$ cat config.mk
export PLATFORM = sky130hd
export DESIGN_NAME = key_auto_repeat_controller_top_flat
export DESIGN_NICKNAME = d
export VERILOG_FILES = /design/src/rtl/kar_pkg.sv /design/src/rtl/kar_if.sv /design/src/rtl/kar_cfg_regs.sv /design/src/rtl/kar_core.sv /design/src/rtl/key_auto_repeat_controller_top.sv /design/src/flat_wrapper.sv
export SDC_FILE = /design/constraint.sdc
export NUM_CORES = 1
export LEC_CHECK = 0
export BUFFER_PORTS_ARGS = -buffer_cell sky130_fd_sc_hd__buf_2
export CAP_MARGIN = 30
export CORE_MARGIN = 4
export CORE_UTILIZATION = 59
export CTS_BUF_LIST = sky130_fd_sc_hd__clkbuf_8
export DETAILED_ROUTE_END_ITERATION = 16
export GPL_TIMING_DRIVEN = 1
export PLACE_DENSITY = 0.85
export RECOVER_POWER = 50
export SLEW_MARGIN = 20
export SYNTH_ARGS = -nofsm -noshare
export SYNTH_HDL_FRONTEND = slang
export SYNTH_HIERARCHICAL = 1
export SYNTH_SLANG_ARGS = --single-unit
$ cat constraint.sdc
create_clock -name clk -period 4.3 [get_ports clk]
set_clock_uncertainty 0.05 [all_clocks]
set_input_delay 0.86 -clock clk [delete_from_list [all_inputs] [get_ports clk]]
set_output_delay 0.86 -clock clk [all_outputs]
set_load 0.005 [all_outputs]
$ cat src/rtl/kar_pkg.sv
package kar_pkg;

  localparam int unsigned KEY_W  = 10;
  localparam int unsigned TICK_W = 16;
  localparam int unsigned MODS_W = 4;
  localparam int unsigned FLAG_W = 3;
  localparam int unsigned ADDR_W = 5;
  localparam int unsigned DATA_W = 32;
  localparam int unsigned NCODES = 4;

  typedef enum logic [1:0] {
    REQ_KEY        = 2'd0,
    REQ_MODS       = 2'd1,
    REQ_FOCUS_LOST = 2'd2,
    REQ_TICK       = 2'd3
  } req_t;

  typedef enum logic [2:0] {
    REG_HOLD   = 3'd0,
    REG_REPEAT = 3'd1,
    REG_CODE_A = 3'd2,
    REG_CODE_B = 3'd3,
    REG_CODE_C = 3'd4,
    REG_CODE_D = 3'd5
  } reg_idx_t;

  localparam logic [TICK_W-1:0] HOLD_RST   = 16'd500;
  localparam logic [TICK_W-1:0] REPEAT_RST = 16'd50;
  localparam logic [KEY_W-1:0]  CODE_A_RST = 10'd105;
  localparam logic [KEY_W-1:0]  CODE_B_RST = 10'd106;
  localparam logic [KEY_W-1:0]  CODE_C_RST = 10'd103;
  localparam logic [KEY_W-1:0]  CODE_D_RST = 10'd108;

  typedef struct packed {
    req_t              req_type;
    logic [KEY_W-1:0]  key_code;
    logic              key_press;
    logic [MODS_W-1:0] mods_held;
  } item_t;

  typedef struct packed {
    logic [KEY_W-1:0]  key_code;
    logic              pressed;
    logic [FLAG_W-1:0] modifiers;
    logic              auto_rep;
  } result_t;

  typedef struct packed {
    logic [TICK_W-1:0]             hold_ticks;
    logic [TICK_W-1:0]             repeat_ticks;
    logic [NCODES-1:0][KEY_W-1:0]  codes;
  } cfg_t;

endpackage

$ cat src/rtl/kar_if.sv
interface kar_in_if;
  import kar_pkg::*;

  logic              valid;
  logic              ready;
  logic [1:0]        req_type;
  logic [KEY_W-1:0]  key_code;
  logic              key_press;
  logic [MODS_W-1:0] mods_held;

  modport source (output valid, req_type, key_code, key_press, mods_held, input ready);
  modport sink   (input valid, req_type, key_code, key_press, mods_held, output ready);
endinterface

interface kar_out_if;
  import kar_pkg::*;

  logic              valid;
  logic              ready;
  logic [KEY_W-1:0]  out_key_code;
  logic              out_pressed;
  logic [FLAG_W-1:0] out_modifiers;
  logic              out_auto;

  modport source (output valid, out_key_code, out_pressed, out_modifiers, out_auto,
                  input ready);
  modport sink   (input valid, out_key_code, out_pressed, out_modifiers, out_auto,
                  output ready);
endinterface

$ cat src/rtl/kar_cfg_regs.sv
module kar_cfg_regs (
  input  logic                       clk,
  input  logic                       rst_n,
  input  logic                       psel,
  input  logic                       penable,
  input  logic                       pwrite,
  input  logic [kar_pkg::ADDR_W-1:0] paddr,
  input  logic [kar_pkg::DATA_W-1:0] pwdata,
  output logic [kar_pkg::DATA_W-1:0] prdata,
  output logic                       pready,
  output kar_pkg::cfg_t              cfg
);
  import kar_pkg::*;

  cfg_t     cfg_r;
  logic     wr_en;
  reg_idx_t idx;

  assign pready = 1'b1;
  assign wr_en  = psel && penable && pwrite;
  assign idx    = reg_idx_t'(paddr[ADDR_W-1:2]);
  assign cfg    = cfg_r;

  always_ff @(posedge clk) begin
    if (!rst_n) begin
      cfg_r.hold_ticks   <= HOLD_RST;
      cfg_r.repeat_ticks <= REPEAT_RST;
      cfg_r.codes[0]     <= CODE_A_RST;
      cfg_r.codes[1]     <= CODE_B_RST;
      cfg_r.codes[2]     <= CODE_C_RST;
      cfg_r.codes[3]     <= CODE_D_RST;
    end else if (wr_en) begin
      case (idx)
        REG_HOLD:   cfg_r.hold_ticks   <= pwdata[TICK_W-1:0];
        REG_REPEAT: cfg_r.repeat_ticks <= pwdata[TICK_W-1:0];
        REG_CODE_A: cfg_r.codes[0]     <= pwdata[KEY_W-1:0];
        REG_CODE_B: cfg_r.codes[1]     <= pwdata[KEY_W-1:0];
        REG_CODE_C: cfg_r.codes[2]     <= pwdata[KEY_W-1:0];
        REG_CODE_D: cfg_r.codes[3]     <= pwdata[KEY_W-1:0];
        default: ;
      endcase
    end
  end

  always_comb begin
    prdata = '0;
    case (idx)
      REG_HOLD:   prdata = {{(DATA_W-TICK_W){1'b0}}, cfg_r.hold_ticks};
      REG_REPEAT: prdata = {{(DATA_W-TICK_W){1'b0}}, cfg_r.repeat_ticks};
      REG_CODE_A: prdata = {{(DATA_W-KEY_W){1'b0}}, cfg_r.codes[0]};
      REG_CODE_B: prdata = {{(DATA_W-KEY_W){1'b0}}, cfg_r.codes[1]};
      REG_CODE_C: prdata = {{(DATA_W-KEY_W){1'b0}}, cfg_r.codes[2]};
      REG_CODE_D: prdata = {{(DATA_W-KEY_W){1'b0}}, cfg_r.codes[3]};
      default:    prdata = '0;
    endcase
  end

endmodule

$ cat src/rtl/kar_core.sv
module kar_core (
  input  logic            clk,
  input  logic            rst_n,
  input  logic            step,
  input  kar_pkg::item_t  item,
  input  kar_pkg::cfg_t   cfg,
  output logic            emit,
  output kar_pkg::result_t res
);
  import kar_pkg::*;

  logic              armed_r, armed_nxt;
  logic [KEY_W-1:0]  key_r, key_nxt;
  logic              phase_r, phase_nxt;
  logic [TICK_W-1:0] count_r, count_nxt;
  logic [FLAG_W-1:0] flags_r, flags_nxt;
  logic              rep;

  assign rep = (item.key_code == cfg.codes[0]) || (item.key_code == cfg.codes[1]) ||
               (item.key_code == cfg.codes[2]) || (item.key_code == cfg.codes[3]);

  always_comb begin
    armed_nxt = armed_r;
    key_nxt   = key_r;
    phase_nxt = phase_r;
    count_nxt = count_r;
    flags_nxt = flags_r;
    emit      = 1'b0;
    res       = '{key_code: item.key_code, pressed: item.key_press,
                  modifiers: flags_r, auto_rep: 1'b0};
    case (item.req_type)
      REQ_KEY: begin
        if (!(item.key_press && rep && item.key_code == key_r && armed_r)) begin
          emit = 1'b1;
          if (rep && item.key_press) begin
            armed_nxt = 1'b1;
            key_nxt   = item.key_code;
            count_nxt = phase_r ? cfg.repeat_ticks : cfg.hold_ticks;
          end else begin
            armed_nxt = 1'b0;
            phase_nxt = 1'b0;
            count_nxt = '0;
          end
        end
      end
      REQ_MODS: begin
        flags_nxt = {item.mods_held[3], item.mods_held[2], item.mods_held[0]};
      end
      REQ_FOCUS_LOST: begin
        armed_nxt = 1'b0;
        count_nxt = '0;
      end
      REQ_TICK: begin
        if (armed_r) begin
          if (count_r > TICK_W'(1)) begin
            count_nxt = count_r - TICK_W'(1);
          end else begin
            emit      = 1'b1;
            res       = '{key_code: key_r, pressed: 1'b1,
                          modifiers: flags_r, auto_rep: 1'b1};
            phase_nxt = 1'b1;
            count_nxt = cfg.repeat_ticks;
          end
        end
      end
      default: ;
    endcase
  end

  always_ff @(posedge clk) begin
    if (!rst_n) begin
      armed_r <= 1'b0;
      key_r   <= '0;
      phase_r <= 1'b0;
      count_r <= '0;
      flags_r <= '0;
    end else if (step) begin
      armed_r <= armed_nxt;
      key_r   <= key_nxt;
      phase_r <= phase_nxt;
      count_r <= count_nxt;
      flags_r <= flags_nxt;
    end
  end

endmodule

$ cat src/rtl/key_auto_repeat_controller_top.sv
// Channel  Dir  Handshake          Payload
// in_ch    in   valid/ready        req_type, key_code, key_press, mods_held
// out_ch   out  valid/ready        out_key_code, out_pressed, out_modifiers, out_auto
// cfg      in   psel/penable (APB) paddr, pwdata, prdata
//
// One item per cycle unless a held result stalls the input; an accepted item
// passes through the input register and the state update, then the result register.
// rst_n is synchronous: clears the pipeline valids, repeat state and configuration registers.
// A held result stalls the input only when the next item also gives a result.
module key_auto_repeat_controller_top (
  input  logic                       clk,
  input  logic                       rst_n,
  kar_in_if.sink                     in_ch,
  kar_out_if.source                  out_ch,
  input  logic                       psel,
  input  logic                       penable,
  input  logic                       pwrite,
  input  logic [kar_pkg::ADDR_W-1:0] paddr,
  input  logic [kar_pkg::DATA_W-1:0] pwdata,
  output logic [kar_pkg::DATA_W-1:0] prdata,
  output logic                       pready
);
  import kar_pkg::*;

  cfg_t    cfg;
  item_t   in_item_r;
  logic    in_valid_r;
  result_t out_res_r;
  logic    out_valid_r;
  logic    emit;
  result_t res;
  logic    out_free;
  logic    advance;
  logic    in_ready;

  kar_cfg_regs u_cfg (
    .clk     (clk),
    .rst_n   (rst_n),
    .psel    (psel),
    .penable (penable),
    .pwrite  (pwrite),
    .paddr   (paddr),
    .pwdata  (pwdata),
    .prdata  (prdata),
    .pready  (pready),
    .cfg     (cfg)
  );

  kar_core u_core (
    .clk   (clk),
    .rst_n (rst_n),
    .step  (advance),
    .item  (in_item_r),
    .cfg   (cfg),
    .emit  (emit),
    .res   (res)
  );

  assign out_free    = !out_valid_r || out_ch.ready;
  assign advance     = in_valid_r && (!emit || out_free);
  assign in_ready    = !in_valid_r || advance;
  assign in_ch.ready = in_ready;

  always_ff @(posedge clk) begin
    if (!rst_n) begin
      in_valid_r <= 1'b0;
    end else if (in_ready) begin
      in_valid_r <= in_ch.valid;
    end
  end

  always_ff @(posedge clk) begin
    if (in_ready && in_ch.valid) begin
      in_item_r <= '{req_type: req_t'(in_ch.req_type), key_code: in_ch.key_code,
                     key_press: in_ch.key_press, mods_held: in_ch.mods_held};
    end
  end

  always_ff @(posedge clk) begin
    if (!rst_n) begin
      out_valid_r <= 1'b0;
    end else if (out_free) begin
      out_valid_r <= in_valid_r && emit;
    end
  end

  always_ff @(posedge clk) begin
    if (out_free && in_valid_r && emit) begin
      out_res_r <= res;
    end
  end

  assign out_ch.valid         = out_valid_r;
  assign out_ch.out_key_code  = out_res_r.key_code;
  assign out_ch.out_pressed   = out_res_r.pressed;
  assign out_ch.out_modifiers = out_res_r.modifiers;
  assign out_ch.out_auto      = out_res_r.auto_rep;

endmodule

$ cat src/flat_wrapper.sv
// flat-port wrapper written by rule: the top's interface ports become plain ports
module key_auto_repeat_controller_top_flat import kar_pkg::*;
  (clk, rst_n, psel, penable, pwrite, paddr, pwdata, prdata, pready, in_ch_valid, in_ch_req_type, in_ch_key_code, in_ch_key_press, in_ch_mods_held, in_ch_ready, out_ch_valid, out_ch_out_key_code, out_ch_out_pressed, out_ch_out_modifiers, out_ch_out_auto, out_ch_ready);
  kar_in_if in_ch_i ();
  kar_out_if out_ch_i ();
  input  logic clk;
  input  logic rst_n;
  input  logic psel;
  input  logic penable;
  input  logic pwrite;
  input  logic [kar_pkg::ADDR_W-1:0] paddr;
  input  logic [kar_pkg::DATA_W-1:0] pwdata;
  output logic [kar_pkg::DATA_W-1:0] prdata;
  output logic pready;
  input wire logic [$bits(in_ch_i.valid)-1:0] in_ch_valid;
  input wire logic [$bits(in_ch_i.req_type)-1:0] in_ch_req_type;
  input wire logic [$bits(in_ch_i.key_code)-1:0] in_ch_key_code;
  input wire logic [$bits(in_ch_i.key_press)-1:0] in_ch_key_press;
  input wire logic [$bits(in_ch_i.mods_held)-1:0] in_ch_mods_held;
  output wire logic [$bits(in_ch_i.ready)-1:0] in_ch_ready;
  output wire logic [$bits(out_ch_i.valid)-1:0] out_ch_valid;
  output wire logic [$bits(out_ch_i.out_key_code)-1:0] out_ch_out_key_code;
  output wire logic [$bits(out_ch_i.out_pressed)-1:0] out_ch_out_pressed;
  output wire logic [$bits(out_ch_i.out_modifiers)-1:0] out_ch_out_modifiers;
  output wire logic [$bits(out_ch_i.out_auto)-1:0] out_ch_out_auto;
  input wire logic [$bits(out_ch_i.ready)-1:0] out_ch_ready;
  assign in_ch_i.valid = in_ch_valid;
  assign in_ch_i.req_type = in_ch_req_type;
  assign in_ch_i.key_code = in_ch_key_code;
  assign in_ch_i.key_press = in_ch_key_press;
  assign in_ch_i.mods_held = in_ch_mods_held;
  assign in_ch_ready = in_ch_i.ready;
  assign out_ch_valid = out_ch_i.valid;
  assign out_ch_out_key_code = out_ch_i.out_key_code;
  assign out_ch_out_pressed = out_ch_i.out_pressed;
  assign out_ch_out_modifiers = out_ch_i.out_modifiers;
  assign out_ch_out_auto = out_ch_i.out_auto;
  assign out_ch_i.ready = out_ch_ready;
  key_auto_repeat_controller_top u_core (.clk(clk), .rst_n(rst_n), .in_ch(in_ch_i), .out_ch(out_ch_i), .psel(psel), .penable(penable), .pwrite(pwrite), .paddr(paddr), .pwdata(pwdata), .prdata(prdata), .pready(pready));
endmodule
==> Word-level counts from Yosys, hierarchy flattened <==
Index checks and enable logic that the tools add are counted.
{ "word_totals": {"output_inout_bits": 50, "wordCells": 99, "ff_bits": 137, "romBits": 0, "mem_count": 0, "latchBits": 0, "ram_bits": 0, "input_bits": 61} }
{ "op_classes": {"mul": 0, "div_mod_pow": 0, "n_shift": 0, "order_cmp": 1, "n_bitwise": 1, "eq_ne": 17, "mux": 22, "reduce_logical": 36, "addsub": 1} }
{ "ops": {"columns": ["operator", "n"], "rows": [
  ["$pmux 16 s6", 1],
  ["$mux 16", 5],
  ["$eq 10x10->1", 5],
  ["$pmux 16 s3", 1],
  ["$mux 15", 3],
  ["$gt 16x1->1 const B", 1],
  ["$reduce_and 2->1", 8],
  ["$sub 16x1->16 const B", 1],
  ["$logic_and 1x1->1", 10],
  ["$mux 1", 9],
  ["$ne 2x2->1 const B", 4],
  ["$reduce_and 4->1", 2],
  ["$eq 3x2->1 const B", 2],
  ["$eq 3x3->1 const B", 2],
  ["$logic_or 1x1->1", 6],
  ["$pmux 1 s2", 3],
  ["$reduce_and 6->1", 1],
  ["$eq 2x2->1 const B", 2],
  ["$reduce_bool 2->1", 2],
  ["$eq 3x1->1 const B", 1],
  ["$logic_not 1->1", 3],
  ["$logic_not 3->1", 1],
  ["$reduce_and 3->1", 1],
  ["$reduce_bool 3->1", 1],
  ["3 further kinds", 3]
]} }

==> Depth between registers and ports, before layout <==
Gate-level depths: netlist (run 1).
{ "logic_depth": {"depth_word": 14, "depth_mapped": 15} }

==> Hierarchy <==
The synthesis (run 1) kept the hierarchy.
{ "by_module_without_submodules": {"columns": ["module", "area_per_inst_um2", "seq_area_each_um2", "cells_per_inst", "instances"], "rows": [
  ["kar_cfg_regs", 3439.5, 1441.4, 370, 1],
  ["kar_core", 2820.2, 620.6, 343, 1],
  ["key_auto_repeat_controller_top", 1078.5, 1001.0, 44, 1]
]} }

==> Least setup slack after synthesis (run 1) <==
Ideal clock, no wire load.
{ "synth_timing": {"kind": "reg2reg", "startpoint": "register u_core.u_core.count_r[6]", "endpoint": "register u_core.out_res_r (netlist bit u_core/out_ch.out_auto), enable pin", "t_arrival_ns": 3.035, "required_ns": 3.864, "stages_incl_launch_ff": 10, "n_path_buf": 2, "slack_ns": 0.829, "cell_sequence": "dfxtp_1 > or4_4 > or3_1 > buf_2 > nor4_4 > nand3_2 > buf_6 > a21oi_1 > nand2_1 > nor2_1"} }
{ "synth_between": {"elab_chain_len": 5} }
{ "synth_lines": {"columns": ["item", "line", "text"], "rows": [
  ["start, declared", "kar_core.sv:15", "logic [TICK_W-1:0] count_r, count_nxt;"],
  ["start signal, assigned", "kar_core.sv:81", "count_r <= count_nxt;"],
  ["$gt 16x1->1", "kar_core.sv:55", "if (count_r > TICK_W'(1)) begin"],
  ["$mux 1", "kar_core.sv:55", null],
  ["$mux 1", "kar_core.sv:54", "if (armed_r) begin"],
  ["$pmux 1 s2", "kar_core.sv:31", "case (item.req_type)"],
  ["named net u_core.emit", "key_auto_repeat_controller_top.sv:30", "logic emit;"],
  ["$logic_and 1x1->1", "key_auto_repeat_controller_top.sv:88", "if (out_free && in_valid_r && emit) begin"],
  ["end signal, assigned", "key_auto_repeat_controller_top.sv:89", "out_res_r <= res;"],
  ["end, declared", "key_auto_repeat_controller_top.sv:28", "result_t out_res_r;"]
]} }
The timed path passes the listed nets, and every way through them passes these cells.
A chain may end at the register's enable or synchronous reset.

==> Worst setup path after layout (run 1) <==
{ "layout_timing": {"startpoint": "register u_core/in_item_r[6] (netlist bit)", "endpoint": "output port in_ch_ready"} }
{ "layout_between": {"elab_chain_len": 13, "word_cells_on_any_way": 17} }
{ "layout_lines": {"columns": ["item", "line", "text"], "rows": [
  ["start, declared", "key_auto_repeat_controller_top.sv:26", "item_t in_item_r;"],
  ["start signal, assigned", "key_auto_repeat_controller_top.sv:74", "in_item_r <= '{req_type: req_t'(in_ch.req_type), key_code: in_ch.key_code,"],
  ["$eq 10x10->1", "kar_core.sv:19", "assign rep = (item.key_code == cfg.codes[0]) || (item.key_code == cfg.codes[1]) ||"],
  ["$logic_or 1x1->1 (2 in series)", "kar_core.sv:19", null],
  ["$logic_or 1x1->1", "kar_core.sv:20", "(item.key_code == cfg.codes[2]) || (item.key_code == cfg.codes[3]);"],
  ["$logic_and 1x1->1", "kar_core.sv:33", "if (!(item.key_press && rep && item.key_code == key_r && armed_r)) begin"],
  ["$logic_and 1x1->1 * (2 in series)", "kar_core.sv:33", null],
  ["$mux 1 *", "kar_core.sv:33", null],
  ["$pmux 1 s2 *", "kar_core.sv:31", null],
  ["named net u_core.emit", "key_auto_repeat_controller_top.sv:30", null],
  ["$logic_not 1->1 *", "key_auto_repeat_controller_top.sv:60", "assign advance = in_valid_r && (!emit || out_free);"],
  ["$logic_or 1x1->1 *", "key_auto_repeat_controller_top.sv:60", null],
  ["$logic_and 1x1->1 *", "key_auto_repeat_controller_top.sv:60", null],
  ["$logic_or 1x1->1 *", "key_auto_repeat_controller_top.sv:61", "assign in_ready = !in_valid_r || advance;"],
  ["end, declared", "flat_wrapper.sv:20", "output wire logic [$bits(in_ch_i.ready)-1:0] in_ch_ready;"]
]} }
The timed path passes the listed nets; every way through them passes the cells marked *.

==> run_results.csv, run 1 <==
group,metric,value,unit
clocking,cts.clk_slew.worst_paths,0.08,ns
global_routing,grt_pass1_wl,29900,µm
drt,wl_per_cell,19.0,µm
sta,final-setup-viol-count,0,
sta,layout_min_cycle_time,4.02,ns
drt,drtIter0Drc,528,
drt,dr.pass1.iters,5,
finish,final_cell_mix,"dfxtp_1 (105), mux2i_1 (94), nand2_1 (84), buf_2 (64), o21ai_0 (51)",
sta,slew_headroom,24.9,%
critical_path,required,3.39,ns
clocking,numCtsBuffers,17,
die,start_util,60.6,%
finish,multi_input_area,3840,µm²
yosys,avgSynthCellArea,9.67,µm²
sta,hold_viol_final,0,
finish,seq_area,3030,µm²
placed_design,pre_cts_ws,0.624,ns
placed_design,place_congestion,0.974,
finish,drive_gt1_share,16.8,%
sta,tightestPinTransition,1.13,ns
finish,fin_nets,870,
sta,maxSlewViolCount,0,
status,outcome,"complete, no violations",
clocking,clockBufferDepth,2,
finish,n_fill_cell,926,
critical_path,start_kind,"flop",
finish,final_common_cell,"dfxtp_1",
drt,via_count,6024,
critical_path,arrival,3.11,ns
placed_design,hpwl,12800,µm
die,row_count,40,
global_routing,antenna_found_initial,0,
sta,period_share,93.4,%
yosys,netlist_area,7310,µm²
yosys,ys_warn_count,6,
placed_design,dp.cells,950,
die,core_area,12100,µm²
critical_path,cp-end-kind,"output pin",
sta,clock.fmax,249,MHz
drt,routed_wl,18700,µm
power_and_ir_drop,powerDensity,363,nW/µm²
clocking,htree_levels,4,
sta,hold_slack,0.384,ns
clocking,root_buffer,"clkbuf_8",
drt,viasPerCell,6.12,
die,die_h,119,µm
global_routing,grt_pass1_vias,5835,
finish,area_delta_synth_final,10.7,%
power_and_ir_drop,max-vdd-ir-drop,0.269,mV
power_and_ir_drop,leakagePower,0.00319,µW
die,dieArea,14200,µm²
finish,fin_util,67.1,%
yosys,synthCells,756,
critical_path,worstSetupPathType,"reg2out",
sta,finalWorstSetupSlack,0.285,ns
critical_path,path_max_fanout,7,
die,pin_count,111,
drt,drc,0,
clocking,clock_sinks,136,
run,maxCapViolCount,0,
placed_design,port-buffer-count,74,
finish,final_cells,984,
clocking,insertion_delay,0.46,ns
hold_path,hold_path.class,"reg2reg",
global_routing,overflow,0,
clocking,cts_tree,"done",
global_routing,grt_max_degree,81,
global_routing,track_usage,26.3,%
sta,tns,0,ns
finish,n_antenna_cell,0,
drt,ant_nets,0,
sta,rsz0062_at_grt,"false",
die,die_w,119,µm
==> metal layers <==
metal / vias to the layer above / wire length [µm] / global-route usage [%]
met5: - / 0 / 0
met4: 0 / 591 / 11.4
met3: 58 / 1640 / 6.32
met2: 323 / 8690 / 41.1
met1: 2900 / 7790 / 34.9
li1: 2743 / - / -
==> area by class of cell <==
| type | instances | share of cell area [%] |
|---|---|---|
| tap | 168 | 2.60 |
| clock inverter | 15 | 2.75 |
| timing repair buffer | 90 | 5.96 |
| clock buffer | 17 | 2.89 |
| sequential | 136 | 37.5 |
| inverter | 18 | 0.835 |
| multi-input combinational | 540 | 47.5 |
==> critical path, cell delays in order (launching register included) <==
cell      delay (ns)
edfxtp_1        0.60
xnor2_1         0.22
nand4_1         0.13
nor4_1          0.07
or4_1           0.65
and2_1          0.26
a21bo_2         0.21
a21oi_2         0.24
nand4b_4        0.13
buf_2           0.15
==> report_power, final <==
part           total, µW  internal, µW  switching (µW)
Sequential          1370          1330            36.5
Combinational        353           143             210
Clock               1210           695             519
Total               2940          2170             766
==> worst paths after layout <==
path	depth (start not counted)	start	endpoint	slack, ns
setup / recovery	9	u_core/in_item_r[6]	in_ch_ready	0.28
hold / removal	0	u_core/u_core/flags_r[2]	u_core/out_ch.out_modifiers[2]	0.38
setup reg to reg	14	u_core/in_item_r[8]	u_core/u_core/count_r[4]	0.62
hold reg to reg	0	u_core/u_core/flags_r[2]	u_core/out_ch.out_modifiers[2]	0.38
==> metrics by stage <==
step | power, µW | instance area, µm²
6_report | 2940 | 8090
5_1_grt | 3040 | 8090
4_1_cts | 2940 | 8110
3_5_place_dp | 1740 | 7650
3_3_place_gp | 1720 | 7630
2_1_floorplan | 1650 | 7360
==> registers in the layout, summed over array words and instances, names as in the netlist <==
register,flops
u_core/in_item_r,16
u_core/in_valid_r,1
u_core/out_ch.out_auto,1
u_core/out_ch.out_key_code,10
u_core/out_ch.out_modifiers,3
u_core/out_ch.out_pressed,1
u_core/out_ch.valid,1
u_core/u_cfg/cfg,72
u_core/u_core/armed_r,1
u_core/u_core/count_r,16
u_core/u_core/flags_r,3
u_core/u_core/key_r,10
u_core/u_core/phase_r,1
==> what timing repair did <==
item	in CTS	in global routing
setup buffers	0	1
hold buffers	0	0
endpoints found under the setup margin	0	1
resized for setup	0	1
Power figures use the tool's default switching activity.
==> run 2: changes to the inputs <==
--- a/config.mk
+++ b/config.mk
@@ -5,14 +5,15 @@
 export SDC_FILE = /design/constraint.sdc
 export NUM_CORES = 1
 export LEC_CHECK = 0
+export ABC_AREA = 1
 export BUFFER_PORTS_ARGS = -buffer_cell sky130_fd_sc_hd__buf_2
 export CAP_MARGIN = 30
 export CORE_MARGIN = 4
-export CORE_UTILIZATION = 59
+export CORE_UTILIZATION = 60
 export CTS_BUF_LIST = sky130_fd_sc_hd__clkbuf_8
 export DETAILED_ROUTE_END_ITERATION = 16
 export GPL_TIMING_DRIVEN = 1
-export PLACE_DENSITY = 0.85
+export PLACE_DENSITY = 0.86
 export RECOVER_POWER = 50
 export SLEW_MARGIN = 20
 export SYNTH_ARGS = -nofsm -noshare
==> run 2 against run 1 <==
  * Cell count grew 45%
  * Register-to-register slack gained 0.53 ns
  * First-iteration DRC count grew 70%
  * Area after synthesis grew 9.5%
  * Total power shrank 7.1%
  * Non-clock buffer count shrank 10
  * Die area grew 7.2%
  * Clock-buffer cell count grew 1
  * Largest power group unchanged
  * Highest routed layer unchanged
==> run_results.csv, run 2 <==
group,metric,value,unit
status,outcome,"complete, no violations",
drt,viasPerCell,5.42,
finish,design_area,8490,µm²
drt,drtIter0Drc,897,
critical_path,slowest_stage,"nor2_1",
die,die_w,124,µm
drt,wl_met1,9040,µm
global_routing,antenna_found_initial,0,
critical_path,required,3.39,ns
critical_path,r2r_slack,1.15,ns
critical_path,start_kind,"input port",
drt,routed_wl,20900,µm
drt,dr.pass1.iters,6,
die,pin_count,111,
clocking,cts.clk_slew.worst_paths,0.07,ns
sta,period_share,89.6,%
finish,final_common_cell,"nand2_1",
yosys,netlist_area,8010,µm²
finish,drive_gt1_share,11.2,%
clocking,cts_hold_buf,0,
finish,final_cell_mix,"nand2_1 (412), nor2_1 (201), nand3_1 (108), dfxtp_1 (105), inv_1 (95)",
sta,tightestPinTransition,1.31,ns
sta,slew_headroom,12.1,%
finish,largest_reg_flops,72,
hold_path,min_path_cells,0,
finish,area_delta_synth_final,6.00,%
placed_design,postPlaceCellArea,8220,µm²
drt,route.met3.wl,2090,µm
critical_path,worstSetupPathType,"in2out",
drt,drc,0,
critical_path,reg2reg_depth,17,
critical_path,arrival,2.94,ns
power_and_ir_drop,powerDensity,321,nW/µm²
power_and_ir_drop,max-vdd-ir-drop,0.193,mV
clocking,clockBufferDepth,2,
run,maxCapViolCount,0,
critical_path,path_max_fanout,26,
clocking,cts_resized,0,
sta,tns,0,ns
critical_path,r2r_end,"u_core/u_core/key_r[9]",
power_and_ir_drop,leakagePower,0.00421,µW
hold_path,hold_start,"u_core/u_core/flags_r[0]",
sta,clock.fmax,259,MHz
critical_path,cp-end-kind,"output pin",
hold_path,hold_end,"u_core/out_ch.out_modifiers[0]",
placed_design,hpwl,14200,µm
finish,fin_nets,1308,
die,row_count,41,
drt,dr_wl_met2,9200,µm
clocking,insertion_delay,0.46,ns
sta,layout_min_cycle_time,3.85,ns
yosys,synthCells,1199,
finish,n_antenna_cell,0,
sta,hold_viol_final,0,
sta,final-setup-viol-count,0,
die,dieArea,15300,µm²
drt,via_count,7732,
global_routing,track_usage,27.7,%
clocking,root_buffer,"clkbuf_8",
sta,rsz0062_at_grt,"false",
global_routing,grt_max_degree,56,
global_routing,grt_pass1_vias,6631,
placed_design,place_congestion,0.989,
global_routing,overflow,0,
die,core_area,12800,µm²
clocking,postCtsSetupBuffers,0,
critical_path,worstReg2RegStart,"u_core/u_core/count_r[0]",
global_routing,grt_pass1_wl,32800,µm
yosys,ys_warn_count,6,
clocking,clock_sinks,136,
clocking,cts_tree,"done",
drt,wl_per_cell,14.6,µm
critical_path,crit_top_cell,"nand2_1",
die,die_h,124,µm
clocking,numCtsBuffers,17,
drt,top_layer_used,"met4",
hold_path,hold_path.class,"reg2reg",
die,start_util,62.4,%
critical_path,critical-path-max-stage-delay,0.94,ns
clocking,htree_levels,4,
critical_path,path_cells,"buf_2 -> inv_6 -> nand2_1 -> nor2_1 -> nand2_1 -> nand2_1 -> inv_1 -> nand2_1 -> buf_2",
drt,ant_nets,0,
yosys,avgSynthCellArea,6.68,µm²
sta,maxSlewViolCount,0,
placed_design,port-buffer-count,74,
[run 2: layout make-up]
| type | instances | area, µm² |
|---|---|---|
| Clock inverter | 14 | 116 |
| Timing Repair Buffer | 80 | 440 |
| Inverter | 113 | 442 |
| Clock buffer | 18 | 248 |
| Sequential cell | 136 | 3030 |
| Multi-Input combinational cell | 893 | 3990 |
| Fill cell | 1170 | 4340 |
| Tap cell | 172 | 215 |
[run 2: worst max-delay path by stage]
stage	to	slack (ns)	from
4_1_cts	in_ch_ready	0.49	u_core/u_core/count_r[0]
3_5_place_dp	prdata[6]	0.92	paddr[2]
2_1_floorplan	u_core/in_item_r[0]	1.32	u_core/u_core/count_r[0]
3_3_place_gp	prdata[6]	0.92	paddr[2]
5_1_grt	in_ch_ready	0.25	u_core/u_core/count_r[0]
6_report	prdata[7]	0.45	paddr[4]
[run 2: critical path, delay by kind of cell]
kind          cells  cell delay [ns]
simple gates      5             1.37
buf+inv           4             0.71
[run 2: metal layers]
metal / up-vias / track usage [%]
li1: 3800 / -
met1: 3468 / 38.6
met2: 411 / 41.8
met3: 53 / 6.68
met4: 0 / 10.7
met5: - / 0
[run 2: metrics by stage]
| step | hold WS [ns] | setup slack, ns | cells | total power, µW | util [%] |
|---|---|---|---|---|---|
| global route | 0.416 | 0.248 | 1426 | 2850 | 66.2 |
| CTS | 0.384 | 0.488 | 1426 | 2730 | 66.9 |
| floorplan | 0.359 | 1.32 | 1214 | 1670 | - |
| finish | 0.391 | 0.446 | 1426 | 2730 | 66.2 |
| detailed placement | 0.370 | 0.917 | 1394 | 1750 | 64.1 |
| global placement | 0.363 | 0.920 | 1393 | 1740 | 63.9 |
[run 2: power by group]
part | internal, µW | switching, µW | total (µW)
clock | 512 | 484 | 997
sequential | 1330 | 36.6 | 1370
combinational | 117 | 242 | 359
total | 1960 | 763 | 2730
==> run 3: changes to the inputs <==
--- a/config.mk
+++ b/config.mk
@@ -13,7 +13,7 @@
 export CTS_BUF_LIST = sky130_fd_sc_hd__clkbuf_8
 export DETAILED_ROUTE_END_ITERATION = 16
 export GPL_TIMING_DRIVEN = 1
-export PLACE_DENSITY = 0.86
+export PLACE_DENSITY = 0.85
 export RECOVER_POWER = 50
 export SLEW_MARGIN = 20
 export SYNTH_ARGS = -nofsm -noshare
==> run 3 against run 2 <==
  * The run now ends with max-capacitance violations, max-slew violations left
  * Cell count did not move
  * Sequential share of layout area fell by 0.36 points
  * Setup slack improved by 0.095 ns
  * Critical path type is now reg2out
  * Critical endpoint is now in_ch_ready
  * Largest power group unchanged
==> run_results.csv, run 3 (synthesis results as in run 2) <==
group,metric,value,unit
critical_path,path_max_fanout,14,
die,start_util,62.4,%
drt,via_count,7741,
finish,n_antenna_cell,0,
critical_path,cp-end-kind,"output pin",
die,core_area,12800,µm²
finish,final_cell_mix,"nand2_1 (410), nor2_1 (196), nand3_1 (106), dfxtp_1 (105), inv_1 (96)",
clocking,cts_tree,"done",
global_routing,grt_pass1_wl,32900,µm
drt,routed_wl,20900,µm
critical_path,start_kind,"flop",
drt,ant_nets,0,
clocking,cts_hold_buf,0,
sta,period_share,87.4,%
finish,fin_nets,1308,
die,row_count,41,
power_and_ir_drop,max-vdd-ir-drop,0.228,mV
sta,rsz0062_at_grt,"false",
die,die_w,124,µm
critical_path,worstSetupPathType,"reg2out",
finish,final_cells,1426,
placed_design,port-buffer-count,74,
power_and_ir_drop,finalPower,2740,µW
power_and_ir_drop,powerDensity,320,nW/µm²
clocking,htree_levels,4,
clocking,cts_resized,0,
status,outcome,"finished with violations",
clocking,numCtsBuffers,17,
drt,drtIter0Drc,974,
critical_path,crit_start,"u_core/u_core/count_r[0]",
status,violations,"max-capacitance violations, max-slew violations",
global_routing,grt_max_degree,78,
drt,drc,0,
sta,maxSlewViolCount,78,
finish,final_common_cell,"nand2_1",
finish,fin_util,66.8,%
global_routing,overflow,0,
clocking,clock_sinks,136,
finish,drive_gt1_share,12.0,%
placed_design,dp.cells,1394,
sta,slew_headroom,-5.75,%
placed_design,place_congestion,0.959,
sta,hold_viol_final,0,
global_routing,antenna_found_initial,0,
clocking,insertion_delay,0.46,ns
drt,wl_per_cell,14.6,µm
run,maxCapViolCount,1,
placed_design,pre_cts_ws,0.943,ns
sta,layout_min_cycle_time,3.76,ns
die,die_h,124,µm
critical_path,worstReg2RegStart,"u_core/u_core/count_r[0]",
sta,tns,0,ns
sta,finalWorstSetupSlack,0.541,ns
critical_path,arrival,2.85,ns
sta,clock.fmax,266,MHz
clocking,root_buffer,"clkbuf_8",
finish,area_delta_synth_final,7.08,%
drt,dr.pass1.iters,6,
critical_path,required,3.39,ns
clocking,cts.clk_slew.worst_paths,0.07,ns
global_routing,track_usage,27.8,%
hold_path,hold_start,"u_core/u_core/flags_r[2]",
clocking,clockBufferDepth,2,
power_and_ir_drop,leakagePower,0.00426,µW
die,dieArea,15300,µm²
sta,final-setup-viol-count,0,
hold_path,hold_path.class,"reg2reg",
drt,viasPerCell,5.43,
clocking,postCtsSetupBuffers,0,
die,pin_count,111,
finish,largest_reg_flops,72,
placed_design,hpwl,14600,µm
sta,tightestPinTransition,1.59,ns
global_routing,grt_pass1_vias,6681,
run 3: layout make-up:
| cell class | count | area, µm² |
|---|---|---|
| clock inverters | 13 | 115 |
| inverters | 113 | 442 |
| clock buffers | 19 | 262 |
| fillers | 1170 | 4250 |
| well taps | 172 | 215 |
| repair buffers | 80 | 424 |
| flip-flops and latches | 136 | 3030 |
| multi-input cells | 893 | 4080 |
run 3: power breakdown:
part           switching (µW)  total (µW)  internal (µW)
combinational             245         364            118
sequential               36.4        1370           1330
clock                     474        1000            531
run 3: worst max-delay path, cell delays in order, from the launching register on:
cell and delay (ns):
dfxtp_1 0.35, inv_1 0.11, ha_1 0.21, o21ai_0 0.09
nor4_1 0.20, nand2_1 0.16, inv_1 0.11, nand3_1 0.39
a21oi_1 0.37, nand2_1 0.13, inv_2 0.09, nand2_2 0.07
buf_2 0.13
run 3: routing by layer:
metal	part of all wire [%]	vias up	track usage [%]
met1	43	3458	38.7
met3	11	53	7.41
li1	-	3802	-
met5	0	-	0
met2	44	428	41.6
met4	2.6	0	10.4
run 3: through the flow:
stage	hold slack [ns]	cell area, µm²
floorplan	0.359	8060
global placement	0.362	8180
detailed placement	0.375	8210
CTS	0.392	8580
global route	0.403	8570
finish	0.391	8570
run 3: path summary, 6_finish.rpt:
path	endpoint	slack, ns	cells past startpoint
worst max register to register	u_core/u_core/key_r[6]	1.21	17
worst max-delay path	in_ch_ready	0.54	12
worst min register to register	u_core/out_ch.out_modifiers[2]	0.39	0
worst min-delay path	u_core/out_ch.out_modifiers[2]	0.39	0
